--- src/design/bcd_pkg.sv ---
`default_nettype none

package bcd_pkg;

  // configuration register map, one word per register at 4*index
  localparam int unsigned AddrW = 5;
  localparam int unsigned IdxW  = 3;

  localparam logic [IdxW-1:0] RegLevelOffset  = 3'd0;
  localparam logic [IdxW-1:0] RegTargetSpeed  = 3'd1;
  localparam logic [IdxW-1:0] RegAngleGain    = 3'd2;
  localparam logic [IdxW-1:0] RegRateGain     = 3'd3;
  localparam logic [IdxW-1:0] RegSpeedGain    = 3'd4;
  localparam logic [IdxW-1:0] RegIntegralGain = 3'd5;
  localparam logic [IdxW-1:0] RegTurnGain     = 3'd6;

  // gains carry 16 fraction bits
  localparam int unsigned QFrac = 16;
  localparam int unsigned SumW  = 45;
  localparam int unsigned DrvW  = 29;

  localparam logic signed [15:0]      TipLimit      = 16'sd8000;
  localparam logic signed [17:0]      IntegralLimit = 18'sd10000;
  localparam logic signed [DrvW-1:0]  LeftLimit     = 29'sd66;
  localparam logic signed [DrvW-1:0]  RightLimit    = 29'sd64;
  localparam logic signed [SumW-1:0]  QRound        = SumW'((1 << QFrac) - 1);

  // x / 5 == (x * RecipFive) >> RecipShift for x below 699050
  localparam logic [18:0]  RecipFive  = 19'd419431;
  localparam int unsigned  RecipShift = 21;

  typedef struct packed {
    logic signed [15:0] level_offset;
    logic signed [15:0] target_speed;
    logic signed [23:0] angle_gain;
    logic signed [23:0] rate_gain;
    logic signed [23:0] speed_gain;
    logic signed [23:0] integral_gain;
    logic signed [23:0] turn_gain;
  } cfg_t;

  localparam cfg_t CfgReset = '{
    level_offset:  -16'sd500,
    target_speed:  16'sd0,
    angle_gain:    24'sd4129,
    rate_gain:     -24'sd708,
    speed_gain:    24'sd58982,
    integral_gain: 24'sd590,
    turn_gain:     24'sd23593
  };

  typedef struct packed {
    logic signed [15:0] roll_angle;
    logic signed [15:0] roll_rate;
    logic signed [15:0] left_speed;
    logic signed [15:0] right_speed;
    logic signed [7:0]  turn_command;
    logic               run_flag;
  } in_word_t;

  typedef struct packed {
    logic signed [16:0] angle_err;
    logic signed [15:0] roll_rate;
    logic signed [17:0] filt_err;
    logic signed [18:0] err_sum;
    logic signed [7:0]  turn_command;
    logic               tipped;
  } loop_word_t;

  typedef struct packed {
    logic signed [40:0] p_angle;
    logic signed [39:0] p_rate;
    logic signed [41:0] p_speed;
    logic signed [42:0] p_integ;
    logic signed [31:0] p_turn;
    logic               tipped;
  } prod_word_t;

endpackage

`default_nettype wire

--- src/design/bcd_cfg_regs.sv ---
`default_nettype none

module bcd_cfg_regs (
  input  wire                          clk_i,
  input  wire                          rst_ni,
  input  wire                          psel,
  input  wire                          penable,
  input  wire                          pwrite,
  input  wire  [bcd_pkg::AddrW-1:0]    paddr,
  input  wire  [31:0]                  pwdata,
  output logic [31:0]                  prdata,
  output logic                         pready,
  output bcd_pkg::cfg_t                cfg_o
);

  bcd_pkg::cfg_t                 cfg_q;
  logic                          wr_en;
  logic [bcd_pkg::IdxW-1:0]      reg_idx;

  assign pready  = 1'b1;
  assign wr_en   = psel & penable & pwrite;
  assign reg_idx = paddr[bcd_pkg::AddrW-1:2];
  assign cfg_o   = cfg_q;

  always_ff @(posedge clk_i or negedge rst_ni) begin
    if (!rst_ni) begin
      cfg_q <= bcd_pkg::CfgReset;
    end else if (wr_en) begin
      case (reg_idx)
        bcd_pkg::RegLevelOffset:  cfg_q.level_offset  <= pwdata[15:0];
        bcd_pkg::RegTargetSpeed:  cfg_q.target_speed  <= pwdata[15:0];
        bcd_pkg::RegAngleGain:    cfg_q.angle_gain    <= pwdata[23:0];
        bcd_pkg::RegRateGain:     cfg_q.rate_gain     <= pwdata[23:0];
        bcd_pkg::RegSpeedGain:    cfg_q.speed_gain    <= pwdata[23:0];
        bcd_pkg::RegIntegralGain: cfg_q.integral_gain <= pwdata[23:0];
        bcd_pkg::RegTurnGain:     cfg_q.turn_gain     <= pwdata[23:0];
        default: ;
      endcase
    end
  end

  always_comb begin
    case (reg_idx)
      bcd_pkg::RegLevelOffset:  prdata = 32'(cfg_q.level_offset);
      bcd_pkg::RegTargetSpeed:  prdata = 32'(cfg_q.target_speed);
      bcd_pkg::RegAngleGain:    prdata = 32'(cfg_q.angle_gain);
      bcd_pkg::RegRateGain:     prdata = 32'(cfg_q.rate_gain);
      bcd_pkg::RegSpeedGain:    prdata = 32'(cfg_q.speed_gain);
      bcd_pkg::RegIntegralGain: prdata = 32'(cfg_q.integral_gain);
      bcd_pkg::RegTurnGain:     prdata = 32'(cfg_q.turn_gain);
      default:                  prdata = 32'd0;
    endcase
  end

endmodule

`default_nettype wire

--- config.mk ---
export PLATFORM = sky130hd
export DESIGN_NAME = bcd_cfg_regs
export DESIGN_NICKNAME = d
export VERILOG_FILES = /design/src/design/bcd_pkg.sv /design/src/design/bcd_cfg_regs.sv
export SDC_FILE = /design/constraint.sdc
export NUM_CORES = 1
export LEC_CHECK = 0
export BUFFER_PORTS_ARGS = -buffer_cell sky130_fd_sc_hd__buf_2
export CORE_MARGIN = 2
export CORE_UTILIZATION = 40
export DETAILED_ROUTE_END_ITERATION = 7
export PLACE_DENSITY = 0.73
export SETUP_SLACK_MARGIN = 0.2
export SYNTH_ARGS = -nofsm -noshare
export SYNTH_HDL_FRONTEND = slang
export SYNTH_SLANG_ARGS = --single-unit
--- constraint.sdc ---
create_clock -name clk_i -period 2.8 [get_ports clk_i]
set_input_delay 0.42 -clock clk_i [delete_from_list [all_inputs] [get_ports clk_i]]
set_output_delay 0.42 -clock clk_i [all_outputs]
set_load 0.1 [all_outputs]
# After elaboration in Yosys (flattened, before gate mapping)
# Cells that the tools add are included.
# W data, S select, Z words.
dict set report word_totals {
  output_inout_bits 185
  wordCells 24
  register_bits 152
  input_bits 42
}
dict set report op_classes {
  bitwise_logic 2
  mux 1
  eq_ne 6
  reduce_logical 8
}
# operator n
set op_table {}
lappend op_table {{$pmux W32 S7} 1}
lappend op_table {{$reduce_and A2 Y1} 7}
lappend op_table {{$eq A3 B3 Y1 const B} 3}
lappend op_table {{$eq A3 B2 Y1 const B} 2}
lappend op_table {{$eq A3 B1 Y1 const B} 1}
lappend op_table {{$logic_not A3 Y1} 1}
lappend op_table {{$and A1 B1 Y1} 2}

# Logic depth before layout (Yosys ltp)
dict set report logic_depth {
  ltp_word 3
  ltp_mapped 7
  ltp_nobuf 3
}

# Worst setup path before layout
# Ideal clock, no wire load.
dict set report synth_timing {
  path_type {reg2out}
  start {register cfg_q, in the netlist cfg_o[135]}
  end {output prdata[24]}
  slack_ns -0.577
  required_time_ns 2.380
  stages_incl_launch_ff 5
  arrival_time_ns 2.957
  cell_sequence {dfrtp_1 mux2i_1 nor3_1 a221o_1 buf_4}
}
dict set report synth_via {
  elab_chain_len 1
}
# element line_no
set synth_rtl {}
lappend synth_rtl {{start, declared} bcd_cfg_regs.sv:16} ;# bcd_pkg::cfg_t cfg_q;
lappend synth_rtl {{start signal, assigned} bcd_cfg_regs.sv:27} ;# cfg_q <= bcd_pkg::CfgReset;
lappend synth_rtl {{$pmux W32 S7} bcd_cfg_regs.sv:43} ;# case (reg_idx)
lappend synth_rtl {{end, declared} bcd_cfg_regs.sv:11} ;# output logic [31:0] prdata,
# No other way between the ends.

# Worst setup path in the final report
dict set report layout_timing {
  start {register cfg_q, in the netlist cfg_o[151]}
  end {output prdata[25]}
}
# The elaborated chain is that of the path after synthesis.

==> run_results.csv <==
group,metric,value,unit
detailed_routing,vias_per_cell,5.409,
finish,fin_area,0.009922,mm2
power_and_ir_drop,pwr_density_cell,1126,mW/mm2
critical_path,crit_fanout,9,
die,rows,49,
global_route,antenna_found_initial,0,
critical_path,crit_chain,"mux2i_1 > nor3_1 > buf_4 > a221o_2 > buf_12",
timing,rsz0062_at_grt,"false",
critical_path,startpoint_type,"register",
global_route,globalRoute.totalOverflow,0,
placement,place.gp.congestion,0.7863,
synthesis,synthXorXnorAreaFrac,0,
power_and_ir_drop,peakVddDrop,0.6164,mV
power_and_ir_drop,switching_share,0.5251,
critical_path,worstReg2RegStart,"cfg_o[136]",
placement,placed_cell_area,0.009313,mm2
critical_path,cpMaxStageDelayCell,"dfstp_2",
global_route,grtUsageTotal,0.2159,
global_route,grt_start_max_net_pins,63,
finish,multi_input_area,0.003271,mm2
timing,finalMaxSlewViolations,0,
power_and_ir_drop,p_sw,5.866,mW
critical_path,rr_worst_depth,1,
placement,dpl_worst_slack,222.8,ps
clock_tree,cts_tree,"built",
synthesis,yosysMostFrequentCell,"mux2_2",
detailed_routing,routed_wl,20220,um
clock_tree,cts_setup_buffers,0,
timing,relSlewSlack,0.6410,
hold_path,worstHoldEndpoint,"cfg_o[17]",
hold_path,hold_class,"input port to register",
power_and_ir_drop,p_leak,4.557,nW
critical_path,end_kind,"output port",
synthesis,synth_simple_gate_area_frac,0.04906,
clock_tree,cts.sinks,152,
clock_tree,cts-root-buf,"clkbuf_16",
die,dieWidth,138.1,um
finish,regArea,0.003913,mm2
critical_path,cp.required,2380,ps
timing,clock.fmax,0.4020,GHz
hold_path,min_path_cells,2,
synthesis,synth_cell_types,37,
synthesis,syn_area,0.007192,mm2
critical_path,cp.arrival,2070,ps
synthesis,synth_commonest_cells,"mux2_2, dfrtp_1, dfstp_2",
clock_tree,clock_latency,420,ps
critical_path,r2r_end,"cfg_o[136]",
hold_path,min_from,"pwdata[17]",
timing,period_share,0.8885,
finish,largest_reg_flops,152,
die,io_pins,227,
synthesis,synth-seq-area-share,0.5379,
detailed_routing,dr.pass1.iters,4,
power_and_ir_drop,combPwrFrac,0.516,
detailed_routing,wl_per_cell,20.65,um
placement,dpl.hpwl,13940,um
timing,setup_violations,0,
finish,nFillCells,1439,
finish,final_nets,779,
synthesis,synth_edf_count,0,
placement,io_buffers,215,
detailed_routing,vias,5295,
run,drv_cap,0,
finish,drive_gt1_frac,0.6973,
synthesis,ys_warn_count,0,
power_and_ir_drop,seq_power_share,0.277,
synthesis,synth.largest_area_cell,"dfrtp_1",
synthesis,synth_top_family_by_area,"multiplexers",
critical_path,reg2reg_setup_slack,1940,ps
clock_tree,clock_path_buffers,2,
critical_path,worstSetupPathType,"register to output port",
timing,layout_setup_ws,312.3,ps
finish,post-route-util,0.5581,
detailed_routing,drt-initial-drc-count,179,
finish,antennaDiodeCount,0,
die,initial_core_util,0.4045,
synthesis,async_reset_ff_frac,1.000,
critical_path,cp.buffers_inverters,2,
die,fp.coreArea,0.01778,mm2
finish,area_growth,37.96,%
critical_path,cp_top_family,"flip-flops",
timing,fin_skew,0,ps
synthesis,synthMuxAreaShare,0.3072,
die,die_h,138.1,um
timing,worst_pin_slew,536.8,ps
synthesis,synth_seq_cells,152,
critical_path,slowest_delay,540,ps
timing,hold_ws,286.5,ps
synthesis,avgSynthCellArea,13.78,um2
synthesis,syn_inst,522,
die,die_area,0.01907,mm2
power_and_ir_drop,p_int,5.305,mW
detailed_routing,drc_errors,0,
timing,fin_crit,2488,ps
clock_tree,cts_buffers,17,
power_and_ir_drop,power_frac_clock,0.207,
clock_tree,clkTransAtPathRegs,60,ps
timing,setup_tns,0,ps
clock_tree,htreeDepth,4,
synthesis,synthFlopType,"dfrtp_1",
synthesis,synth_fa_ha_area_frac,0,
detailed_routing,antenna_left,0,
synthesis,synth_compound_area_frac,0.06994,
global_route,grt_pass1_vias,5520,
global_route,grt_pass1_wl,32170,um
synthesis,synth_area_leaders,"dfrtp_1, mux2_2, dfstp_2",
synthesis,synth.top_cell.area_share,0.3479,
synthesis,synthesis.nets,564,
run_status,status,"completed",
timing,finalHoldViolCount,0,
## power groups by stage
stage	registers (mW)	clock network, mW	logic [mW]
3_3_place_gp	3.11	0	5.74
5_1_grt	3.16	2.44	5.91
2_1_floorplan	6.28	0	1.48
6_report	3.09	2.32	5.76
3_5_place_dp	3.13	0	5.78
4_1_cts	3.10	2.37	5.79
## layout make-up
type,instances,area share
clock inverters,13,0.01438
well taps,229,0.02888
flip-flops and latches,152,0.3943
multi-input cells,323,0.3296
clock buffers,19,0.04578
repair buffers,243,0.1870
## how the worst max path moves through the flow
stage	startpoint	slack (ps)	end	cells past startpoint
after floorplan	cfg_o[149]	-160	prdata[13]	3
after global placement	paddr[3]	220	prdata[30]	4
after detailed placement	paddr[3]	220	prdata[23]	4
after CTS	paddr[3]	220	prdata[23]	4
after global routing	cfg_o[151]	230	prdata[23]	5
final	cfg_o[151]	310	prdata[25]	5
## metal layers
metal  part of all wire  global-route usage  vias to the layer above
li1                   -                   -                     2368
met1               0.44              0.2783                     2704
met2               0.47              0.3468                      193
met3              0.071             0.06339                       30
met4              0.022             0.08056                        0
met5                  0                   0                        -
## per-stage QoR
step | instances | power, mW
detailed placement | 946 | 8.906
floorplan | 522 | 7.761
finish | 979 | 11.17
global placement | 946 | 8.851
global route | 979 | 11.51
CTS | 979 | 11.25
## cell families after synthesis
logic type | count (synthesis)
simple gates | 58
mux | 200
flops | 152
compound gates | 64
other cells | 1
buf+inv | 47
## repair_timing
item	in CTS	in global routing
gates resized for setup	0	1
hold endpoints to repair	24	0
hold buffers	1	0
setup endpoints to repair	0	9
## layout by cell type (no fill, tap or decap), drive strengths merged, types with 6 or more instances in the layout
| cell | n |
|---|---|
| buf | 242 |
| o21a | 15 |
| mux2 | 166 |
| o221ai | 9 |
| dfstp | 52 |
| clkbuf | 19 |
| mux2i | 34 |
| a22oi | 6 |
| and2 | 6 |
| nand3 | 9 |
| nand2 | 10 |
| dfrtp | 100 |
| o211ai | 6 |
| nand3b | 10 |
| a32oi | 6 |
Note: power is estimated with default switching activity, not from simulation.
