===== src/design/bcd_pkg.sv =====
`default_nettype none

package bcd_pkg;

  // configuration register map, one word per register at 4*index
  localparam int unsigned AddrW = 5;
  localparam int unsigned IdxW  = 3;

  localparam logic [IdxW-1:0] RegLevelOffset  = 3'd0;
  localparam logic [IdxW-1:0] RegTargetSpeed  = 3'd1;
  localparam logic [IdxW-1:0] RegAngleGain    = 3'd2;
  localparam logic [IdxW-1:0] RegRateGain     = 3'd3;
  localparam logic [IdxW-1:0] RegSpeedGain    = 3'd4;
  localparam logic [IdxW-1:0] RegIntegralGain = 3'd5;
  localparam logic [IdxW-1:0] RegTurnGain     = 3'd6;

  // gains carry 16 fraction bits
  localparam int unsigned QFrac = 16;
  localparam int unsigned SumW  = 45;
  localparam int unsigned DrvW  = 29;

  localparam logic signed [15:0]      TipLimit      = 16'sd8000;
  localparam logic signed [17:0]      IntegralLimit = 18'sd10000;
  localparam logic signed [DrvW-1:0]  LeftLimit     = 29'sd66;
  localparam logic signed [DrvW-1:0]  RightLimit    = 29'sd64;
  localparam logic signed [SumW-1:0]  QRound        = SumW'((1 << QFrac) - 1);

  // x / 5 == (x * RecipFive) >> RecipShift for x below 699050
  localparam logic [18:0]  RecipFive  = 19'd419431;
  localparam int unsigned  RecipShift = 21;

  typedef struct packed {
    logic signed [15:0] level_offset;
    logic signed [15:0] target_speed;
    logic signed [23:0] angle_gain;
    logic signed [23:0] rate_gain;
    logic signed [23:0] speed_gain;
    logic signed [23:0] integral_gain;
    logic signed [23:0] turn_gain;
  } cfg_t;

  localparam cfg_t CfgReset = '{
    level_offset:  -16'sd500,
    target_speed:  16'sd0,
    angle_gain:    24'sd4129,
    rate_gain:     -24'sd708,
    speed_gain:    24'sd58982,
    integral_gain: 24'sd590,
    turn_gain:     24'sd23593
  };

  typedef struct packed {
    logic signed [15:0] roll_angle;
    logic signed [15:0] roll_rate;
    logic signed [15:0] left_speed;
    logic signed [15:0] right_speed;
    logic signed [7:0]  turn_command;
    logic               run_flag;
  } in_word_t;

  typedef struct packed {
    logic signed [16:0] angle_err;
    logic signed [15:0] roll_rate;
    logic signed [17:0] filt_err;
    logic signed [18:0] err_sum;
    logic signed [7:0]  turn_command;
    logic               tipped;
  } loop_word_t;

  typedef struct packed {
    logic signed [40:0] p_angle;
    logic signed [39:0] p_rate;
    logic signed [41:0] p_speed;
    logic signed [42:0] p_integ;
    logic signed [31:0] p_turn;
    logic               tipped;
  } prod_word_t;

endpackage

`default_nettype wire


===== src/design/bcd_speed_loop.sv =====
`default_nettype none

module bcd_speed_loop (
  input  wire                       clk_i,
  input  wire                       rst_ni,
  input  wire  bcd_pkg::cfg_t       cfg_i,
  input  wire                       in_valid_i,
  input  wire  bcd_pkg::in_word_t   in_word_i,
  output logic                      in_ready_o,
  output logic                      out_valid_o,
  output bcd_pkg::loop_word_t       out_word_o,
  input  wire                       out_ready_i
);

  logic signed [17:0] filt_q, filt_d;
  logic signed [17:0] sum_q, sum_d;
  logic               out_valid_q;
  bcd_pkg::loop_word_t out_word_q, out_word_d;

  logic signed [17:0] speed_err;
  logic signed [20:0] mix;
  logic               mix_neg;
  logic [19:0]        mix_mag;
  logic [38:0]        quo_prod;
  logic [17:0]        quo;
  logic signed [18:0] sum_new;
  logic signed [18:0] sum_run;
  logic signed [17:0] sum_clamped;
  logic               tipped;
  logic               fire;

  assign in_ready_o  = !out_valid_q || out_ready_i;
  assign fire        = in_valid_i && in_ready_o;
  assign out_valid_o = out_valid_q;
  assign out_word_o  = out_word_q;

  always_comb begin
    speed_err = 18'(in_word_i.left_speed) + 18'(in_word_i.right_speed)
              - 18'(cfg_i.target_speed);
    // (4*old + new) / 5, truncated toward zero, on the magnitude
    mix      = (21'(filt_q) <<< 2) + 21'(speed_err);
    mix_neg  = mix[20];
    mix_mag  = mix_neg ? 20'(-mix) : 20'(mix);
    quo_prod = 39'(mix_mag) * 39'(bcd_pkg::RecipFive);
    quo      = quo_prod[bcd_pkg::RecipShift +: 18];
    filt_d   = mix_neg ? $signed(~quo + 18'd1) : $signed(quo);

    sum_new = 19'(sum_q) + 19'(filt_d);
    sum_run = in_word_i.run_flag ? sum_new : 19'sd0;

    if (sum_run > 19'(bcd_pkg::IntegralLimit)) begin
      sum_clamped = bcd_pkg::IntegralLimit;
    end else if (sum_run < -19'(bcd_pkg::IntegralLimit)) begin
      sum_clamped = -bcd_pkg::IntegralLimit;
    end else begin
      sum_clamped = sum_run[17:0];
    end

    tipped = (in_word_i.roll_angle >= bcd_pkg::TipLimit)
          || (in_word_i.roll_angle <= -bcd_pkg::TipLimit);
    sum_d  = tipped ? 18'sd0 : sum_clamped;

    out_word_d.angle_err    = 17'(cfg_i.level_offset) - 17'(in_word_i.roll_angle);
    out_word_d.roll_rate    = in_word_i.roll_rate;
    out_word_d.filt_err     = filt_d;
    out_word_d.err_sum      = sum_run;
    out_word_d.turn_command = in_word_i.turn_command;
    out_word_d.tipped       = tipped;
  end

  always_ff @(posedge clk_i or negedge rst_ni) begin
    if (!rst_ni) begin
      filt_q      <= '0;
      sum_q       <= '0;
      out_valid_q <= 1'b0;
    end else begin
      if (fire) begin
        filt_q <= filt_d;
        sum_q  <= sum_d;
      end
      if (in_ready_o) begin
        out_valid_q <= in_valid_i;
      end
    end
  end

  always_ff @(posedge clk_i) begin
    if (fire) begin
      out_word_q <= out_word_d;
    end
  end

  a_sum_bounded : assert property (@(posedge clk_i) disable iff (!rst_ni)
    (sum_q <= bcd_pkg::IntegralLimit) && (sum_q >= -bcd_pkg::IntegralLimit))
    else $error("speed error sum out of bounds");

  a_tip_clears_sum : assert property (@(posedge clk_i) disable iff (!rst_ni)
    (fire && tipped) |=> (sum_q == 18'sd0))
    else $error("speed error sum not cleared on tip");

endmodule

`default_nettype wire


===== config.mk =====
export PLATFORM = sky130hd
export DESIGN_NAME = bcd_speed_loop
export DESIGN_NICKNAME = d
export VERILOG_FILES = /design/src/design/bcd_pkg.sv /design/src/design/bcd_speed_loop.sv
export SDC_FILE = /design/constraint.sdc
export NUM_CORES = 1
export LEC_CHECK = 0
export BUFFER_PORTS_ARGS = -buffer_cell sky130_fd_sc_hd__clkbuf_2
export CORE_AREA = 3 3 177 179
export DETAILED_ROUTE_END_ITERATION = 8
export DIE_AREA = 0 0 180 182
export PLACE_DENSITY = 0.78
export SYNTH_ARGS = -nofsm -noshare
export SYNTH_HDL_FRONTEND = slang
export SYNTH_SLANG_ARGS = --single-unit

===== constraint.sdc =====
create_clock -name clk_i -period 11.8 [get_ports clk_i]
set_clock_uncertainty 0.1 [all_clocks]
set_input_delay 1.77 -clock clk_i [delete_from_list [all_inputs] [get_ports clk_i]]
set_output_delay 1.77 -clock clk_i [all_outputs]
set_load 0.05 [all_outputs]

* Word-level counts from Yosys, hierarchy flattened *
Index checks and enable logic that the tools add are counted.
Widths: inputs -> output; s select.

word-level totals
  word-level logic and storage cells = 32
  bits in registers = 116
  output and inout bits = 81
  input bits = 229

cells by class
  mux-type cells = 6
  reductions and logical operators = 4
  $add $sub $neg = 7
  bitwise operators = 1
  order comparisons = 4
  multipliers = 1

operator list
  cell                    number
  $mux 18                 4
  $mul 20x19->39 const B  1
  $add 20x18->21          1
  $mux 20                 1
  $neg 20->20             1
  $add 18x18->19          1
  $gt 19x15->1 const B    1
  $lt 19x15->1 const B    1
  $mux 19                 1
  $add 18x1->18 const B   1
  $not 18->18             1
  $sub 17x16->18          1
  $add 16x16->17          1
  $sub 16x16->17          1
  $ge 16x14->1 const B    1
  $le 16x14->1 const B    1
  $logic_or 1x1->1        2
  $logic_and 1x1->1       1
  $logic_not 1->1         1

* Depth between registers and ports, before layout *
Gate-level depths: netlist of the first run.

  depth in word-level cells = 15
  gate-level depth with buffers = 57
  mapped depth without buffers = 55

* Worst setup path before layout of the first run *
OpenSTA, ideal clock, no wires.

  path type = in2reg
  start point = input cfg_i[122] (netlist bit)
  end point = register sum_q[1]
  data required time = 11,425 ps
  stages on the path = 52
  data arrival time = 13,649 ps
  slack = -2,225 ps
  path through = inv_1 -> fa_1 -> inv_1 -> fa_1 -> inv_1 -> ha_1 -> a211oi_1 -> o21bai_1 -> a31o_1 -> a21oi_1 -> o211ai_1 -> a2111o_1 -> nand3_1 -> clkbuf_1 -> clkbuf_1 -> nor2_1 -> xor2_1 -> ha_1 -> [... 16 more ...] -> xnor2_1 -> inv_1 -> ha_1 -> nor2_1 -> xor2_1 -> ha_1 -> nor2b_1 -> o21a_1 -> o21a_1 -> o311a_1 -> o2111a_1 -> a21oi_1 -> o21ai_1 -> a211oi_1 -> o21a_1 -> and4b_1 -> a21oi_1 -> o32ai_1

RTL lines
  element                 RTL line              RTL
  start: declaration      bcd_speed_loop.sv:6   input wire bcd_pkg::cfg_t cfg_i,
  end signal: assignment  bcd_speed_loop.sv:79  sum_q <= sum_d;
  end: declaration        bcd_speed_loop.sv:16  logic signed [17:0] sum_q, sum_d;

==> summary.md, run 1 <==
| Metric | Value |
|---|---|
| Synth warnings | 0 |
| Synth area leaders | fa_1 23%, ha_1 18%, edfxtp_1 15% |
| Post-synthesis compound-gate area fraction | 12.09% |
| Fillcell total | 1805 |
| Ys async rst share | 31.90% |
| Synthesis-stage register bit count | 116 |
| Worst-path clk slew | 0.06 ns |
| Hold Path Class | register to register |
| Reg2Reg Depth | 46 |
| Critical Path AT | 13.88 ns |
| HPWL after DPL | 36790 µm |
| Library cells used by synthesis | 82 |
| Syn Inst Count | 1601 |
| Via count | 14510 |
| Critical R2R Capture | sum_q[12] |
| CTS tree | done |
| WL/cell | 20.18 µm |
| Worst Path Required | 11.99 ns |
| Nets | 2824 |
| Post-synthesis simple-gate area fraction | 9.948% |
| Worst Tran Pin Value | 1.059 ns |
| Post-synthesis mux area share | 0.6643% |
| Pre-antenna DRT Iters | 8 |
| RD Place Congestion | 0.9547 |
| Remaining Overflow, GRT | 0 |
| RSZ-0062 raised after global routing | true |
| Adder-cell share of the synthesized area | 40.78% |
| Final Critical Period | 13.69 ns |
| RR Startpoint | filt_q[0] |
| Mean number of vias per cell | 5.578 |
| Launch point of the worst path | cfg_i[122] |
| Worst setup SP type | primary input |
| CTS root buf | clkbuf_16 |
| Antenna diodes | 0 |
| Share of cells above drive strength 1 | 40.96% |
| H-tree Lvls | 4 |
| Core Footprint | 29720 µm² |
| WL final | 52520 µm |
| Die H | 182 µm |
| ANT nets after route | 0 |
| I/O pin cnt | 310 |
| Largest net degree at the start of global routing | 58 |
| Slowest Stage Delay on Critical Path | 0.56 ns |
| Total global-route track usage | 29.16% |
| Yosys top cell by area | fa_1 |
| Vias in the first global route | 15010 |
| Most frequent cell after synthesis | inv_1 |
| Tcrit/Tclk final | 116.1% |
| CP Class | primary input to register |
| Area grow syn2layout | 45.03% |
| Fin. Hold Viols | 0 |
| Iter 0 DRT Violations | 1065 |
| Clock sink total | 116 |
| MaxCap Viol Count | 0 |
| I/O Buffers | 189 |
| Die width | 180 µm |
| Worst skew pair latency | 0.42 ns |
| Setup WS post-layout | -1.895 ns |
| Setup violators final | 32 |
| Synthesized area | 15440 µm² |
| Worst setup EP type | register |
| Max-slew violations | 0 |
| Sum Neg Setup Slack | -40.66 ns |
| Top cell type's share of synthesized area | 23.20% |
| Worst path slowest cell | fa_2 |
| # DRC | 0 |
| Die Area | 32760 µm² |
| XOR/XNOR Fraction of Synth Area | 5.128% |
| CTS buffer count | 17 |
| Initial core utilization | 51.97% |
| Commonest cells post-synth | 394 x inv_1, 217 x ha_1, 179 x fa_1 |
| CTS Buffer Depth | 2 |
| Flop2flop setup slack | -0.44 ns |
| Avg Inst Size Synth | 9.647 µm² |
| Global-route wire length before repair | 77050 µm |
| Sequential-to-total area share from yosys stat | 21.35% |
| Critical Path End | sum_q[12] |
| Row cnt | 63 |
| Failing checks | negative setup slack |
| Most used DFF post-synth | edfxtp_1 |
| Rel. slew slack | 29.41% |
| Max frequency | 0.07302 GHz |
| Post-Syn Nets | 2226 |
| EDFF count, synth | 79 |
| Largest family of logic cells by synthesized area | adder cells |
| Critical path fanouts, max | 6 |
| Status | finished with violations |
| Antenna violations before repair | 0 |
kinds of logic after synthesis:
kind of cell,count (synthesis)
buf+inv,413
fa+ha+maj,396
simple gates,309
compound gates,270
flops,116
xor+xnor,88
mux,9
how the worst min path moves through the flow:
stage | start | end | depth (start not counted) | slack [ns]
floorplan | filt_q[0] | filt_q[0] | 2 | 0.35
global placement | sum_q[17] | sum_q[17] | 2 | 0.37
detailed placement | sum_q[15] | sum_q[15] | 2 | 0.37
CTS | sum_q[15] | sum_q[15] | 2 | 0.38
global route | sum_q[16] | sum_q[16] | 2 | 0.43
finish | sum_q[0] | sum_q[0] | 2 | 0.42
final cells by class:
cell class	instances	area, µm²	share of cell area [%]
multi-input cells	1072	12420	55.47
repair buffers	597	4098	18.29
flip-flops and latches	116	3298	14.72
inverters	395	1485	6.630
well taps	390	488.0	2.178
clock buffers	18	429.2	1.916
clock inverters	14	177.7	0.7932
per-layer routing:
metal	share of wire, %	GRT usage (%)	vias up
met2	49	50.64	737
li1	-	-	6453
met3	6.9	4.187	224
met5	0	0	-
met4	5.1	7.859	0
met1	39	38.48	7100
registers in the layout, summed over array words and instances (netlist names):
register,cells
sum_q,18
filt_q,18
out_valid_o,1
out_word_o,79
cells in the final DEF, fill, tap and decap left out, drive strengths merged, types with 18 or more instances in the layout:
cell	Yosys	layout
dfrtp	37	37
fa	179	179
nor3	27	27
a21o	27	27
inv	395	398
nor2	72	72
ha	217	217
xor2	34	34
clkbuf	17	206
nand3	19	19
nand2	90	90
o21ai	59	59
buf	1	409
edfxtp	79	79
xnor2	53	53
nand2b	18	18
a21oi	61	61
metrics by stage:
stage,worst slack (ns),utilization [%],instance area (µm²),hold WS (ns),std cells
final,-1.895,75.38,22400,0.4229,2602
after global placement,-1.691,67.74,20130,0.3654,2506
after global routing,-2.269,75.38,22400,0.4330,2602
after floorplan,-1.222,-,16260,0.3498,1601
after CTS,-1.186,73.00,21690,0.3824,2580
after detailed placement,-1.897,67.74,20130,0.3706,2506
critical path, delay by kind of cell:
kind / cells / cell delay (ns)
XOR/XNOR: 3 / 0.65
buffers and inverters: 9 / 0.61
AND/OR/NAND/NOR: 11 / 3.04
AO/OA/AOI/OAI: 15 / 3.07
adder cells (fa/ha/maj): 11 / 4.71
what timing repair did:
| action | CTS | global route |
|---|---|---|
| setup buffers | 45 | 26 |
| gates resized for setup | 138 | 99 |
| hold buffers | 0 | 0 |
| pin swaps | 100 | 51 |
| setup endpoints to repair | 33 | 43 |
| endpoints found under the hold margin | 0 | 0 |
Power of run 1 is left out: the tool's default activity adds up to more than one toggle a clock period on the data nets, which glitch-free logic cannot reach.
==> run 2: changes to the inputs <==
--- a/config.mk
+++ b/config.mk
@@ -5,10 +5,11 @@
 export SDC_FILE = /design/constraint.sdc
 export NUM_CORES = 1
 export LEC_CHECK = 0
+export ABC_CLOCK_PERIOD_IN_PS = 11800
 export BUFFER_PORTS_ARGS = -buffer_cell sky130_fd_sc_hd__clkbuf_2
-export CORE_AREA = 3 3 177 179
+export CORE_AREA = 3 3 227 140
 export DETAILED_ROUTE_END_ITERATION = 8
-export DIE_AREA = 0 0 180 182
+export DIE_AREA = 0 0 230 143
 export PLACE_DENSITY = 0.78
 export SYNTH_ARGS = -nofsm -noshare
 export SYNTH_HDL_FRONTEND = slang
==> summary.md, run 2 (synthesis results as in run 1) <==
| Metric | Value |
|---|---|
| Worst path slowest cell | fa_1 |
| Iter 0 DRT Violations | 1672 |
| Post-route cell area | 23130 µm² |
| Die Area | 32890 µm² |
| Mean number of vias per cell | 5.786 |
| WL/cell | 22.58 µm |
| Global-route wire length before repair | 79980 µm |
| Worst Path Required | 12.07 ns |
| Worst skew pair latency | 0.43 ns |
| Remaining Overflow, GRT | 0 |
| Status | finished with violations |
| Setup WS post-layout | -2.220 ns |
| Fin. Hold Viols | 0 |
| Die H | 143 µm |
| Pre-antenna DRT Iters | 6 |
| CP Class | primary input to register |
| WL met3 | 6956 µm |
| CTS tree | done |
| # DRC | 0 |
| RSZ-0062 raised after global routing | true |
| Row cnt | 49 |
| Antenna violations before repair | 1 |
| MaxCap Viol Count | 0 |
| Finished Layout Cells | 2663 |
| Fillcell total | 1758 |
| CTS Buffer Depth | 2 |
| Tcrit/Tclk final | 118.8% |
| I/O pin cnt | 310 |
| RD Place Congestion | 0.9748 |
| Core Footprint | 29800 µm² |
| WL met2 | 26080 µm |
| Max frequency | 0.07133 GHz |
| Share of cells above drive strength 1 | 43.12% |
| Total global-route track usage | 31.74% |
| Failing checks | negative setup slack |
| Largest register FFs | 79 |
| I/O Buffers | 189 |
| Cts hold-fix bufs | 0 |
| H-tree Lvls | 4 |
| Worst setup EP type | register |
| Largest net degree at the start of global routing | 86 |
| Commonest non-fill, non-tap cells in the layout | 406 x buf_4, 361 x inv_1, 188 x clkbuf_2 |
| Placed Area | 20270 µm² |
| Critical Path AT | 14.29 ns |
| Slowest Stage Delay on Critical Path | 0.55 ns |
| Area grow syn2layout | 49.79% |
| Hold Path Class | register to register |
| WL final | 60140 µm |
| Worst-path clk slew | 0.06 ns |
| CTS buffer count | 17 |
| Worst setup SP type | primary input |
| Setup violators final | 53 |
| Most common cell after layout, fill and taps aside | buf_4 |
| Nets | 2866 |
| CTS root buf | clkbuf_16 |
| Placed Cells | 2538 |
| CP dominant cell by count | fa_1 |
| Worst Tran Pin Value | 1.213 ns |
| Post-Route Utilization | 77.64% |
| Vias in the first global route | 14650 |
| Wl on met1 | 24080 µm |
| ANT nets after route | 0 |
| Die width | 230 µm |
| Max-slew violations | 0 |
| HPWL after DPL | 42250 µm |
| Max layer used | met4 |
| Critical path fanouts, max | 5 |
| Rel. slew slack | 19.14% |
| Final Critical Period | 14.02 ns |
| Clock sink total | 116 |
| Via count | 15410 |
| Initial core utilization | 51.84% |
==> run 2: cell count changes in the layout (fill, tap and decap cells not counted), sizes merged <==
cell,before,now
inv,398,400
buf,409,451
clkbuf,206,205
bufinv,3,2
diode,0,1
==> run 2: per-stage QoR <==
step	hold slack [ns]	TNS (ns)	setup WS (ns)
finish	0.3801	-57.11	-2.220
global route	0.4125	-70.41	-2.463
global placement	0.3694	-56.31	-2.076
CTS	0.3852	-35.04	-1.564
floorplan	0.3498	-22.82	-1.222
detailed placement	0.3713	-62.00	-2.248
==> run 2: final timing paths <==
| kind | slack [ns] | from | cells past startpoint | end |
|---|---|---|---|---|
| max | -2.22 | in_word_i[27] | 57 | sum_q[6] |
| min | 0.38 | sum_q[15] | 2 | sum_q[15] |
| max reg2reg | -0.73 | filt_q[0] | 55 | sum_q[6] |
| min reg2reg | 0.38 | sum_q[15] | 2 | sum_q[15] |
| max in group asynchronous | 9.88 | rst_ni | 2 | sum_q[3] |
| min in group asynchronous | 1.31 | rst_ni | 2 | sum_q[16] |
==> run 2: repair_timing <==
item | CTS | global route
gates cloned | 0 | 0
buffers inserted | 52 | 57
endpoints found under the setup margin | 39 | 56
endpoints found under the hold margin | 0 | 0
pin swaps | 118 | 122
resized for setup | 136 | 174
==> run 2: final cells by class <==
cell class                 count  area, µm²  area share (%)
timing repair buffer         639       4526           19.56
antenna                        1      2.502         0.01082
clock buffer                  17      425.4           1.839
tap                          408      510.5           2.207
inverter                     395       1490           6.441
sequential                   116       3298           14.26
clock inverter                15      173.9          0.7518
multi-input combinational   1072      12710           54.93
==> run 2: critical path, delay by kind of cell <==
kind | cells | cell delay (ns)
compound gates | 17 | 3.67
xor+xnor | 3 | 0.78
fa+ha+maj | 11 | 4.62
buf+inv | 16 | 1.58
mux | 1 | 0.22
simple gates | 9 | 1.61
==> run 2: routing by layer <==
layer  vias to the layer above  track usage [%]
li1                       6544                -
met2                      1055            47.51
met3                       291            10.49
met1                      7519            45.54
met4                         0            6.062
met5                         -                0
Power of run 2 is left out for the same reason.
