### src/design/bcd_pkg.sv
`default_nettype none

package bcd_pkg;

  // configuration register map, one word per register at 4*index
  localparam int unsigned AddrW = 5;
  localparam int unsigned IdxW  = 3;

  localparam logic [IdxW-1:0] RegLevelOffset  = 3'd0;
  localparam logic [IdxW-1:0] RegTargetSpeed  = 3'd1;
  localparam logic [IdxW-1:0] RegAngleGain    = 3'd2;
  localparam logic [IdxW-1:0] RegRateGain     = 3'd3;
  localparam logic [IdxW-1:0] RegSpeedGain    = 3'd4;
  localparam logic [IdxW-1:0] RegIntegralGain = 3'd5;
  localparam logic [IdxW-1:0] RegTurnGain     = 3'd6;

  // gains carry 16 fraction bits
  localparam int unsigned QFrac = 16;
  localparam int unsigned SumW  = 45;
  localparam int unsigned DrvW  = 29;

  localparam logic signed [15:0]      TipLimit      = 16'sd8000;
  localparam logic signed [17:0]      IntegralLimit = 18'sd10000;
  localparam logic signed [DrvW-1:0]  LeftLimit     = 29'sd66;
  localparam logic signed [DrvW-1:0]  RightLimit    = 29'sd64;
  localparam logic signed [SumW-1:0]  QRound        = SumW'((1 << QFrac) - 1);

  // x / 5 == (x * RecipFive) >> RecipShift for x below 699050
  localparam logic [18:0]  RecipFive  = 19'd419431;
  localparam int unsigned  RecipShift = 21;

  typedef struct packed {
    logic signed [15:0] level_offset;
    logic signed [15:0] target_speed;
    logic signed [23:0] angle_gain;
    logic signed [23:0] rate_gain;
    logic signed [23:0] speed_gain;
    logic signed [23:0] integral_gain;
    logic signed [23:0] turn_gain;
  } cfg_t;

  localparam cfg_t CfgReset = '{
    level_offset:  -16'sd500,
    target_speed:  16'sd0,
    angle_gain:    24'sd4129,
    rate_gain:     -24'sd708,
    speed_gain:    24'sd58982,
    integral_gain: 24'sd590,
    turn_gain:     24'sd23593
  };

  typedef struct packed {
    logic signed [15:0] roll_angle;
    logic signed [15:0] roll_rate;
    logic signed [15:0] left_speed;
    logic signed [15:0] right_speed;
    logic signed [7:0]  turn_command;
    logic               run_flag;
  } in_word_t;

  typedef struct packed {
    logic signed [16:0] angle_err;
    logic signed [15:0] roll_rate;
    logic signed [17:0] filt_err;
    logic signed [18:0] err_sum;
    logic signed [7:0]  turn_command;
    logic               tipped;
  } loop_word_t;

  typedef struct packed {
    logic signed [40:0] p_angle;
    logic signed [39:0] p_rate;
    logic signed [41:0] p_speed;
    logic signed [42:0] p_integ;
    logic signed [31:0] p_turn;
    logic               tipped;
  } prod_word_t;

endpackage

`default_nettype wire

### src/design/bcd_drive_out.sv
`default_nettype none

module bcd_drive_out (
  input  wire                         clk_i,
  input  wire                         rst_ni,
  input  wire                         in_valid_i,
  input  wire  bcd_pkg::prod_word_t   in_word_i,
  output logic                        in_ready_o,
  output logic                        out_valid_o,
  output logic signed [7:0]           left_drive_o,
  output logic signed [7:0]           right_drive_o,
  output logic                        tipped_o,
  input  wire                         out_ready_i
);

  // shift down by the fraction bits, rounding toward zero
  function automatic logic signed [bcd_pkg::DrvW-1:0] trunc_q16(
    input logic signed [bcd_pkg::SumW-1:0] v
  );
    logic signed [bcd_pkg::SumW-1:0] biased;
    biased = v[bcd_pkg::SumW-1] ? v + bcd_pkg::QRound : v;
    return bcd_pkg::DrvW'(biased >>> bcd_pkg::QFrac);
  endfunction

  logic                               sum_valid_q;
  logic signed [bcd_pkg::SumW-1:0]    left_sum_q, left_sum_d;
  logic signed [bcd_pkg::SumW-1:0]    right_sum_q, right_sum_d;
  logic                               sum_tipped_q;
  logic signed [bcd_pkg::SumW-1:0]    base;
  logic                               sum_ready;
  logic                               sum_load;

  logic                               out_valid_q;
  logic signed [7:0]                  left_q, left_d;
  logic signed [7:0]                  right_q, right_d;
  logic                               tipped_q;
  logic signed [bcd_pkg::DrvW-1:0]    left_t, right_t;
  logic                               out_ready;
  logic                               out_load;

  assign out_ready  = !out_valid_q || out_ready_i;
  assign out_load   = sum_valid_q && out_ready;
  assign sum_ready  = !sum_valid_q || out_ready;
  assign sum_load   = in_valid_i && sum_ready;
  assign in_ready_o = sum_ready;

  assign out_valid_o   = out_valid_q;
  assign left_drive_o  = left_q;
  assign right_drive_o = right_q;
  assign tipped_o      = tipped_q;

  always_comb begin
    base = bcd_pkg::SumW'(in_word_i.p_angle) + bcd_pkg::SumW'(in_word_i.p_rate)
         + bcd_pkg::SumW'(in_word_i.p_speed) + bcd_pkg::SumW'(in_word_i.p_integ);
    left_sum_d  = base + bcd_pkg::SumW'(in_word_i.p_turn);
    right_sum_d = base - bcd_pkg::SumW'(in_word_i.p_turn);
  end

  always_comb begin
    left_t  = trunc_q16(left_sum_q);
    right_t = trunc_q16(right_sum_q);

    if (left_t > bcd_pkg::LeftLimit) begin
      left_d = 8'(bcd_pkg::LeftLimit);
    end else if (left_t < -bcd_pkg::LeftLimit) begin
      left_d = 8'(-bcd_pkg::LeftLimit);
    end else begin
      left_d = 8'(left_t);
    end

    if (right_t > bcd_pkg::RightLimit) begin
      right_d = 8'(bcd_pkg::RightLimit);
    end else if (right_t < -bcd_pkg::RightLimit) begin
      right_d = 8'(-bcd_pkg::RightLimit);
    end else begin
      right_d = 8'(right_t);
    end

    if (sum_tipped_q) begin
      left_d  = 8'sd0;
      right_d = 8'sd0;
    end
  end

  always_ff @(posedge clk_i or negedge rst_ni) begin
    if (!rst_ni) begin
      sum_valid_q <= 1'b0;
      out_valid_q <= 1'b0;
    end else begin
      if (sum_ready) begin
        sum_valid_q <= in_valid_i;
      end
      if (out_ready) begin
        out_valid_q <= sum_valid_q;
      end
    end
  end

  always_ff @(posedge clk_i) begin
    if (sum_load) begin
      left_sum_q   <= left_sum_d;
      right_sum_q  <= right_sum_d;
      sum_tipped_q <= in_word_i.tipped;
    end
    if (out_load) begin
      left_q   <= left_d;
      right_q  <= right_d;
      tipped_q <= sum_tipped_q;
    end
  end

  a_tip_zero_drive : assert property (@(posedge clk_i) disable iff (!rst_ni)
    (out_valid_q && tipped_q) |-> (left_q == 8'sd0 && right_q == 8'sd0))
    else $error("drive not zero while tipped");

  a_drive_bounded : assert property (@(posedge clk_i) disable iff (!rst_ni)
    out_valid_q |-> (left_q <= 8'sd66 && left_q >= -8'sd66
                     && right_q <= 8'sd64 && right_q >= -8'sd64))
    else $error("drive outside limits");

endmodule

`default_nettype wire

### config.mk
export PLATFORM = sky130hd
export DESIGN_NAME = bcd_drive_out
export DESIGN_NICKNAME = d
export VERILOG_FILES = /design/src/design/bcd_pkg.sv /design/src/design/bcd_drive_out.sv
export SDC_FILE = /design/constraint.sdc
export NUM_CORES = 1
export LEC_CHECK = 0
export BUFFER_PORTS_ARGS = -buffer_cell sky130_fd_sc_hd__buf_2
export CAP_MARGIN = 20
export CORE_AREA = 2 2 198 248
export CTS_CLUSTER_SIZE = 8
export DETAILED_ROUTE_END_ITERATION = 6
export DIE_AREA = 0 0 200 250
export GPL_ROUTABILITY_DRIVEN = 0
export GPL_TIMING_DRIVEN = 0
export PLACE_DENSITY = 0.52
export SYNTH_ARGS = -nofsm -noshare
export SYNTH_HDL_FRONTEND = slang
export SYNTH_SLANG_ARGS = --single-unit
### constraint.sdc
create_clock -name clk_i -period 3.89 [get_ports clk_i]
set_input_delay 0.5835 -clock clk_i [delete_from_list [all_inputs] [get_ports clk_i]]
set_output_delay 0.5835 -clock clk_i [all_outputs]
set_load 0.1 [all_outputs]
Word-level counts from Yosys, hierarchy flattened
Cells that the tools add are included.
- output and inout bits: 19
- logic and storage cells: 39
- input port bits: 203
- RAM bits: 0
- memories kept: 0
- flip-flop bits (word level): 110
- latch bits: 0
- memory bits (read-only): 0
- bitwise logic cells: 0
- multipliers: 0
- divide/modulo/power cells: 0
- equal/unequal tests: 0
- add/subtract/negate cells: 7
- reductions and logical operators: 10
- order comparisons: 4
- shifts and indexed selects: 0
- muxes and demuxes: 6
- operator list (cell ; count):
    adder 45 x 17 -> 45 bit, second input constant ; 2
    2-to-1 mux 45 bit ; 2
    greater-than comparator 29 x 8 -> 1 bit, second input constant ; 2
    adder 44 x 32 -> 45 bit ; 1
    subtractor 44 x 32 -> 45 bit ; 1
    adder 43 x 43 -> 44 bit ; 1
    adder 42 x 42 -> 43 bit ; 1
    adder 41 x 40 -> 42 bit ; 1
    < comparator 29 x 7 -> 1 bit, second input constant ; 1
    < comparator 29 x 8 -> 1 bit, second input constant ; 1
    2-to-1 mux 8 bit ; 2
    2-to-1 mux 7 bit ; 2
    OR reduction 3 bit ; 2
    OR reduction 2 bit ; 2
    logical AND 1 bit ; 2
    logical NOT 1 bit ; 2
    logical OR 1 bit ; 2

Depth between registers and ports, before layout
Gate-level depths: netlist (run 1).
- word-level depth: 5
- gate-level depth with buffers: 28
- depth with buffers taken out: 27

Worst setup path after synthesis (run 1)
Ideal clock, no wire load.
- path kind: input to register
- start: input in_word_i[34] (netlist name)
- end: register left_sum_q[42] (netlist name), data pin
- path buffers: 1
- setup time: 262 ps
- required time: 3628 ps
- stages: 28
- slack: -2609 ps
- arrival: 6236 ps
- path through: inv_1 -> fa_1 -> fa_1 -> inv_1 -> ha_1 -> fa_1 -> a211oi_1 -> o21ai_1 -> nand4_1 -> o211ai_1 -> a21oi_1 -> nor2_1 -> or3_1 -> a21oi_1 -> o21ai_0 -> xnor2_1 -> ha_1 -> buf_2 -> inv_2 -> a21oi_1 -> o31ai_1 -> a21o_1 -> a2111o_1 -> o22ai_1 -> o221ai_1 -> a221o_1 -> a21oi_1 -> xor2_1
- longest elaborated chain between the ends: 2
- RTL lines (element ; line ; text):
    from (decl) ; bcd_drive_out.sv:7 ; input wire bcd_pkg::prod_word_t in_word_i,
    adder 43 x 43 -> 44 bit ; bcd_drive_out.sv:54 ; + bcd_pkg::SumW'(in_word_i.p_speed) + bcd_pkg::SumW'(in_word_i.p_integ);
    adder 44 x 32 -> 45 bit ; bcd_drive_out.sv:55 ; left_sum_d = base + bcd_pkg::SumW'(in_word_i.p_turn);
    via left_sum_d, one bit ; bcd_drive_out.sv:26 ; logic signed [bcd_pkg::SumW-1:0] left_sum_q, left_sum_d;
    to (signal assigned) ; bcd_drive_out.sv:101 ; left_sum_q <= left_sum_d;
    to (decl) ; bcd_drive_out.sv:26 ;
The timed path passes the listed nets, and every way through them passes these cells.
A chain may end at the register's enable or synchronous reset.

Worst setup path in the final report (run 1)
- start: input in_word_i[119] (netlist name)
- end: register left_sum_q[40] (netlist name), data pin
- longest elaborated chain between the ends: 4
- RTL lines (element ; line ; text):
    adder 41 x 40 -> 42 bit ; bcd_drive_out.sv:53 ; base = bcd_pkg::SumW'(in_word_i.p_angle) + bcd_pkg::SumW'(in_word_i.p_rate)
    adder 42 x 42 -> 43 bit ; bcd_drive_out.sv:54 ;
    adder 43 x 43 -> 44 bit ; bcd_drive_out.sv:54 ;
    adder 44 x 32 -> 45 bit ; bcd_drive_out.sv:55 ;
    via left_sum_d, one bit ; bcd_drive_out.sv:26 ;
The timed path passes the listed nets, and every way through them passes these cells.

==> metrics.txt, run 1 <==
run status finished, violations left; failing checks negative setup slack; R2R setup slack 0.40 ns; worst slack, placed -3.53 ns; TritonCTS Buffers 9; antenna violations before repair 8; Post-Synth XOR/XNOR Area 8.74%; critical path endpoint category flop; syn_area_per_cell 8.54 µm²; busiest grt layer met2; detailed router's first-iteration violation count 554; hold path start in_word_i[0]; post-synthesis cell count 1655; Final Cycle Share 164%; Filler cells 4744; Die Ht 250 µm; Bufs on Longest Clock Path 2; Post-synth top cells inv_1 (309), a21oi_1 (137), ha_1 (131); worst r2r src right_sum_q[6]$_DFFE_PP_; clock-pin slew on the worst setup and hold paths 0.07 ns; Area Overhead vs Synth 37.0%; gr ovfl total 0; WHS Path Cells 1; post-synthesis compound-gate area fraction 18.9%; num ports 222; worst hold path class primary input to flop; Reg2Reg Depth 10; Non-Filler Cell Area, Final 19400 µm²; setup TNS -121.17 ns; IO Port Bufs 221; Pre-antenna DRT Iters 5; Critical Path RT 3.99 ns; CTS tree yes; clk sink count 109; Hold Crit Endpoint sum_tipped_q$_DFFE_PP_; Seq. cell area 3260 µm²; MaxCap Viol Count 0; clock latency on the worst-skew pair 0.36 ns; DR vias 12900; ANT nets after route 0; largest net degree at the start of global routing 55; Post-synth ARST share 1.83%; register area share after synthesis 23.1%; Synth Net Count 2077; DRC errors left 0; die area 50000 µm²; vias in the first global route 12600; CTS Root Cell clkbuf_16; Setup CP Type primary input to flop; global routing met3 resource utilization 1.88%; endpoints failing setup 75; slowest CP cell fa_1; area leader, netlist edfxtp_1; Max stage delay on crit path 0.51 ns; prevailing post-synth register cell edfxtp_1; fmax 157 MHz; CP arrival 6.49 ns; Worst setup SP type primary input; headroom to the max-slew limit 50.6%; slew at the pin with the worst max-slew slack 0.741 ns; share of the synthesized area in the top cell type 22.7%; proportion of layout cells with a drive suffix above 1 31.7%; most numerous cell in the Yosys netlist inv_1; post-synthesis cell area 14100 µm²; largest family of logic cells by synthesized area adder cells; Final Hold Fails 0; Seq cells post-synth 109; final std cells w/o fill 2657; final worst slack -2.50 ns; multiplexer share of the synthesized area 0.425%; DR WL/cell 15.2 µm; GR Layer Usage met1 20.3%; dpl cells 2521; Netlist cell types 81; min cycle time layout 6.39 ns; die width 200 µm; row cnt 90; multi-input gate area in the final layout 11400 µm²; met2 Usage GRT 27.0%; max-slew violations 0; synth warn 0; hpwl dp 32500 µm; Post-synth EDFFs 107; first-pass GRT wire length 63200 µm; dominant cells by area after synthesis edfxtp_1 (23%), fa_1 (12%), ha_1 (12%), inv_1 (8.2%), xnor2_1 (6.5%); total wire length 40400 µm; Starting Density 29.5%; GRT Total Usage 15.7%; NumNets Final 2424; Core Area 47900 µm²; Synth Area in Simple Gates 15.5%; worst-path maximum fanout 3; DR vias/cell 4.84; RSZ-0062 raised after global routing true; Cell Area, Placed 16500 µm²; reg-to-reg endpoint right_drive_o[0]$_SDFFCE_PP0P_; Setup Skew 0.00515 ns; area share of fa/ha/maj cells after synthesis 24.1%; H-tree Lvls 3
-- stage by stage --
step	hold slack, ns	utilization (%)
3_5_place_dp	0.369	34.4
3_3_place_gp	0.368	34.4
2_1_floorplan	0.288	-
5_1_grt	0.394	40.5
6_report	0.405	40.5
4_1_cts	0.390	37.5
-- how the worst max path moves through the flow --
stage	start	to	slack [ns]	cells after the start
after floorplan	in_word_i[119]	left_sum_q[42]$_DFFE_PP_	-2.26	28
after global placement	in_word_i[119]	left_sum_q[44]$_DFFE_PP_	-3.48	27
after detailed placement	in_word_i[119]	left_sum_q[44]$_DFFE_PP_	-3.53	27
after CTS	in_word_i[77]	left_sum_q[44]$_DFFE_PP_	-2.38	27
after global routing	in_word_i[119]	left_sum_q[40]$_DFFE_PP_	-2.71	29
final	in_word_i[119]	left_sum_q[40]$_DFFE_PP_	-2.50	29
-- cell type report --
cell class / instances / share of cell area (%)
diodes: 6 / 0.0775
plain buffers: 25 / 0.865
clock buffers: 10 / 1.18
clock inverters: 6 / 0.446
inverters: 315 / 6.23
multi-input cells: 1200 / 58.7
flip-flops and latches: 109 / 16.8
well taps: 644 / 4.16
repair buffers: 342 / 11.5
-- layer usage --
| metal | up-vias | share of wire, % | routed length (µm) |
|---|---|---|---|
| met4 | 8 | 2.7 | 1100 |
| met5 | - | 0.11 | 46 |
| li1 | 6430 | - | - |
| met2 | 256 | 49 | 19800 |
| met3 | 72 | 3.3 | 1340 |
| met1 | 6091 | 45 | 18100 |
-- critical path, delay by kind of cell --
| family | cells | cell delay [ns] |
|---|---|---|
| compound gates | 12 | 2.66 |
| fa+ha+maj | 5 | 1.94 |
| simple gates | 5 | 0.72 |
| buf+inv | 5 | 0.42 |
| xor+xnor | 2 | 0.16 |
-- placed cells by master, fill, tap and decap left out, types with 35 or more instances in the layout --
master	Yosys	layout
buf_2	6	221
xnor2_1	105	71
inv_1	309	302
buf_6	1	42
a21o_1	36	35
buf_4	0	80
ha_1	131	112
edfxtp_1	107	107
a21oi_1	137	93
nor2_1	119	103
fa_1	88	87
nand2_1	77	70
-- state kept, by name (all words and copies together) (netlist names) --
name	count
left_drive_o	8
left_sum_q	44
out_valid_o	1
right_drive_o	8
right_sum_q	45
sum_tipped_q	1
sum_valid_q	1
tipped_o	1
-- logic make-up after synthesis --
family,after synthesis
mux,6
simple gates,426
fa+ha+maj,219
buf+inv,346
compound gates,408
xor+xnor,141
flops,109
-- timing repair --
item / CTS / global route
endpoints found under the hold margin: 2 / 0
hold buffers: 1 / 0
endpoints found under the setup margin: 75 / 83
resized for setup: 135 / 189
cloned: 0 / 1
pin swaps: 81 / 99
buffers inserted: 60 / 64
Power of run 1 is not shown: default switching activity piles up to over one toggle a cycle in this logic, so the estimate is an artifact.
==> run 2, diff against run 1 <==
- RECOVER_POWER: unset -> 100
- SKIP_LAST_GASP: unset -> 1
==> metrics.txt, run 2 (synthesized netlist as in run 1, its figures left out) <==
clock-pin slew on the worst setup and hold paths 0.07 ns (about the same); registers with the most flip-flops right_sum_q: 45 flops, left_sum_q: 44 flops (unchanged); CTS Root Cell clkbuf_16 (unchanged); RSZ-0062 raised after global routing true (unchanged); row cnt 90 (unchanged); hpwl dp 32500 µm (unchanged); DR vias 12800 (was 12900); Area Overhead vs Synth 35.3% (was 37.0%); Final Cycle Share 165% (was 164%); commonest non-fill, non-tap cell in the layout inv_1 (unchanged); Non-Filler Cell Area, Final 19100 µm² (was 19400 µm²); largest net degree at the start of global routing 55 (unchanged); Setup Skew 0.00533 ns (was 0.00515 ns); DR WL/cell 15.1 µm (was 15.2 µm); num ports 222 (unchanged); fmax 156 MHz (was 157 MHz); H-tree Lvls 3 (unchanged); Largest register FFs 45 (unchanged); clock latency on the worst-skew pair 0.35 ns (was 0.36 ns); Reg2Reg Depth 10 (unchanged); reg-to-reg endpoint right_drive_o[0]$_SDFFCE_PP0P_ (unchanged); GRT Total Usage 15.7% (about the same); Starting Density 29.5% (unchanged); Final Hold Fails 0 (unchanged); leading cell types in the layout, fill and taps excluded inv_1 (300), buf_2 (198), ha_1 (113) (was inv_1 (302), buf_2 (221), ha_1 (112)); endpoints failing setup 77 (was 75); CTS tree yes (unchanged); MaxCap Viol Count 1 (was 0); slowest CP cell fa_1 (unchanged); slew at the pin with the worst max-slew slack 2.41 ns (was 0.741 ns); gr ovfl total 0 (unchanged); R2R setup slack 0.20 ns (was 0.40 ns); ANT nets after route 0 (unchanged); worst-path maximum fanout 3 (unchanged); post-layout util 40.0% (was 40.5%); worst hold path class primary input to flop (unchanged); final std cells w/o fill 2654 (was 2657); Seq. cell area 3260 µm² (unchanged); final worst slack -2.52 ns (was -2.50 ns); max-slew violations 55 (was 0); largest register by flop count right_sum_q (unchanged); vias in the first global route 12600 (about the same); Die Ht 250 µm (unchanged); NumNets Final 2421 (was 2424); Max stage delay on crit path 0.51 ns (about the same); run status finished, violations left (unchanged); Bufs on Longest Clock Path 2 (unchanged); TritonCTS Buffers 9 (unchanged); crit path launch in_word_i[119] (unchanged); DRC errors left 0 (unchanged); dpl cells 2521 (unchanged); min cycle time layout 6.41 ns (was 6.39 ns); Setup CP Type primary input to flop (unchanged); Core Area 47900 µm² (unchanged); headroom to the max-slew limit -60.8% (was 50.6%); worst r2r src right_sum_q[6]$_DFFE_PP_ (unchanged); first-pass GRT wire length 63100 µm (was 63200 µm); proportion of layout cells with a drive suffix above 1 29.3% (was 31.7%); detailed router's first-iteration violation count 588 (was 554); failing checks max-capacitance violations, max-slew violations, negative setup slack (was negative setup slack); DR vias/cell 4.82 (was 4.84); die area 50000 µm² (unchanged); Cell Area, Placed 16500 µm² (unchanged); crit path to left_sum_q[40]$_DFFE_PP_ (unchanged); critical path endpoint category flop (unchanged); multi-input gate area in the final layout 11200 µm² (was 11400 µm²); IO Port Bufs 221 (unchanged); CP arrival 6.51 ns (was 6.49 ns); Critical Path RT 3.99 ns (about the same); die width 200 µm (unchanged); antenna violations before repair 8 (unchanged); total wire length 40000 µm (was 40400 µm); Pre-antenna DRT Iters 5 (unchanged); Filler cells 4782 (was 4744); Worst setup SP type primary input (unchanged); clk sink count 109 (unchanged)
## run 2: repair_timing
action | in CTS | in global routing
buffers inserted | 60 | 62
pin swaps | 79 | 117
hold endpoints to repair | 2 | 0
hold buffers | 1 | 0
gates cloned | 0 | 1
setup endpoints to repair | 75 | 85
resized for setup | 127 | 167
## run 2: routing by layer
metal,part of all wire [%],vias up,GRT usage (%)
li1,-,6423,-
met1,45,6057,20.3
met2,49,253,27.0
met3,3.4,57,1.85
met4,2.3,8,5.31
met5,0.12,-,0
## run 2: worst max-delay path: cells and delay by family
family                     cells  cell delay [ns]
xor gates and xnor gates       2             0.16
and+or+nand+nor                5             0.72
buffers and inverters          5             0.42
adders and majority gates      5             1.94
AOI/OAI and AO/OA             12             2.68
## run 2: per-stage QoR
stage | setup TNS [ns] | hold slack [ns] | worst slack (ns)
floorplan | -91.70 | 0.288 | -2.26
global placement | -155.81 | 0.368 | -3.48
detailed placement | -157.87 | 0.369 | -3.53
CTS | -112.94 | 0.390 | -2.38
global route | -141.70 | 0.394 | -2.73
finish | -125.21 | 0.406 | -2.52
## run 2: worst min-delay path by stage
stage                      start                 endpoint  depth (start not counted)
floorplan                 rst_ni  out_valid_o$_DFFE_PN0P_                          0
global placement          rst_ni  out_valid_o$_DFFE_PN0P_                          1
detailed placement        rst_ni  out_valid_o$_DFFE_PN0P_                          1
CTS                 in_word_i[0]   sum_tipped_q$_DFFE_PP_                          1
global route        in_word_i[0]   sum_tipped_q$_DFFE_PP_                          1
finish              in_word_i[0]   sum_tipped_q$_DFFE_PP_                          1
## run 2: area by class of cell
cell class | instances | share of cell area, %
tap | 644 | 4.21
buffer | 24 | 0.772
clock buffer | 10 | 1.20
timing repair buffer | 340 | 11.3
inverter | 315 | 6.26
antenna | 6 | 0.0785
sequential | 109 | 17.1
clock inverter | 6 | 0.451
multi-input combinational | 1200 | 58.7
Power of run 2 is left out for the same reason.
==> run 3, diff against run 2 <==
- CTS_BUF_LIST: unset -> sky130_fd_sc_hd__clkbuf_16
==> metrics.txt, run 3 (synthesized netlist as in run 1, its figures left out) <==
run status finished, violations left (unchanged); failing checks max-capacitance violations, max-slew violations, negative setup slack (unchanged); Setup CP Type primary input to flop (unchanged); setup TNS -125.19 ns (was -125.21 ns); die width 200 µm (unchanged); WP buf/inv 5 (unchanged); Worst setup SP type primary input (unchanged); ANT nets after route 0 (unchanged); die area 50000 µm² (unchanged); RSZ-0062 raised after global routing true (unchanged); registers with the most flip-flops right_sum_q: 45 flops, left_sum_q: 44 flops (unchanged); IO Port Bufs 221 (unchanged); delay-heaviest family, CP compound AO/OA/AOI/OAI gates (unchanged); final worst slack -2.52 ns (about the same); hpwl dp 32500 µm (unchanged); Filler cells 4782 (unchanged); clk sink count 109 (unchanged); Reg2Reg Depth 10 (unchanged); Final Cycle Share 165% (about the same); Pre-antenna DRT Iters 5 (unchanged); proportion of layout cells with a drive suffix above 1 29.3% (unchanged); DR vias/cell 4.82 (about the same); Setup Skew 0.00549 ns (was 0.00533 ns); crit path to left_sum_q[40]$_DFFE_PP_ (unchanged); headroom to the max-slew limit -60.8% (unchanged); largest register by flop count right_sum_q (unchanged); Levels on crit path 29 (unchanged); slew at the pin with the worst max-slew slack 2.41 ns (unchanged); gr ovfl total 0 (unchanged); endpoints failing setup 77 (unchanged); GRT Total Usage 15.7% (unchanged); worst r2r src right_sum_q[6]$_DFFE_PP_ (unchanged); worst hold path class primary input to flop (unchanged); NumNets Final 2421 (unchanged); clock-pin slew on the worst setup and hold paths 0.07 ns (about the same); detailed router's first-iteration violation count 588 (unchanged); Final Hold Fails 0 (unchanged); slowest CP cell fa_1 (unchanged); Critical Path RT 3.99 ns (about the same); critical path endpoint category flop (unchanged); antenna violations before repair 8 (unchanged); max-slew violations 55 (unchanged); TritonCTS Buffers 9 (unchanged); DR vias 12800 (about the same); CTS Root Cell clkbuf_16 (unchanged); Largest register FFs 45 (unchanged); CTS tree yes (unchanged); worst-path maximum fanout 3 (unchanged); Max stage delay on crit path 0.51 ns (about the same); DR WL/cell 15.1 µm (about the same); vias in the first global route 12600 (unchanged); Core Area 47900 µm² (unchanged); fmax 156 MHz (about the same); crit path launch in_word_i[119] (unchanged); H-tree Lvls 3 (unchanged); leading cell types in the layout, fill and taps excluded inv_1 (301), buf_2 (198), ha_1 (113) (was inv_1 (300), buf_2 (198), ha_1 (113)); clock latency on the worst-skew pair 0.35 ns (about the same); row cnt 90 (unchanged); R2R setup slack 0.20 ns (about the same); min cycle time layout 6.41 ns (about the same); reg-to-reg endpoint right_drive_o[0]$_SDFFCE_PP0P_ (unchanged); largest net degree at the start of global routing 55 (unchanged); first-pass GRT wire length 63100 µm (unchanged); DRC errors left 0 (unchanged); Die Ht 250 µm (unchanged); commonest non-fill, non-tap cell in the layout inv_1 (unchanged); MaxCap Viol Count 1 (unchanged); num ports 222 (unchanged); total wire length 40000 µm (about the same); Bufs on Longest Clock Path 2 (unchanged); Starting Density 29.5% (unchanged); Hold Worst Slack 0.406 ns (about the same); CP arrival 6.51 ns (about the same); Area Overhead vs Synth 35.3% (unchanged)
## run 3: layout make-up
type / instances / area, µm² / area share (%)
timing repair buffer: 340 / 2160 / 11.3
buffer: 24 / 148 / 0.772
inverter: 315 / 1200 / 6.26
sequential: 109 / 3260 / 17.1
clock buffer: 9 / 225 / 1.18
tap: 644 / 806 / 4.21
clock inverter: 7 / 90.1 / 0.471
multi-input combinational: 1200 / 11200 / 58.7
antenna: 6 / 15.0 / 0.0785
## run 3: worst min-delay path by stage
stage	end	startpoint	depth (start not counted)	slack (ns)
after detailed placement	out_valid_o$_DFFE_PN0P_	rst_ni	1	0.37
after global placement	out_valid_o$_DFFE_PN0P_	rst_ni	1	0.37
after floorplan	out_valid_o$_DFFE_PN0P_	rst_ni	0	0.29
after CTS	sum_tipped_q$_DFFE_PP_	in_word_i[0]	1	0.39
final	sum_tipped_q$_DFFE_PP_	in_word_i[0]	1	0.41
after global routing	sum_tipped_q$_DFFE_PP_	in_word_i[0]	1	0.39
## run 3: timing repair
action	CTS	global route
cloned	0	1
buffers inserted	60	62
pin swaps	79	117
gates resized for setup	127	167
endpoints found under the hold margin	2	0
hold buffers	1	0
endpoints found under the setup margin	75	85
## run 3: per-stage QoR
stage | std cells | worst slack [ns] | instance area [µm²] | util (%)
6_report | 2654 | -2.52 | 19100 | 40.0
3_3_place_gp | 2520 | -3.48 | 16500 | 34.4
3_5_place_dp | 2521 | -3.53 | 16500 | 34.4
2_1_floorplan | 1655 | -2.26 | 14500 | -
5_1_grt | 2651 | -2.73 | 19100 | 40.0
4_1_cts | 2594 | -2.38 | 17900 | 37.4
## run 3: metal layers
layer | global-route usage (%) | part of all wire, % | vias to the layer above
li1 | - | - | 6423
met5 | 0 | 0.12 | -
met4 | 5.31 | 2.3 | 8
met2 | 27.0 | 49 | 255
met1 | 20.3 | 45 | 6054
met3 | 1.85 | 3.5 | 57
Power of run 3 is left out for the same reason.
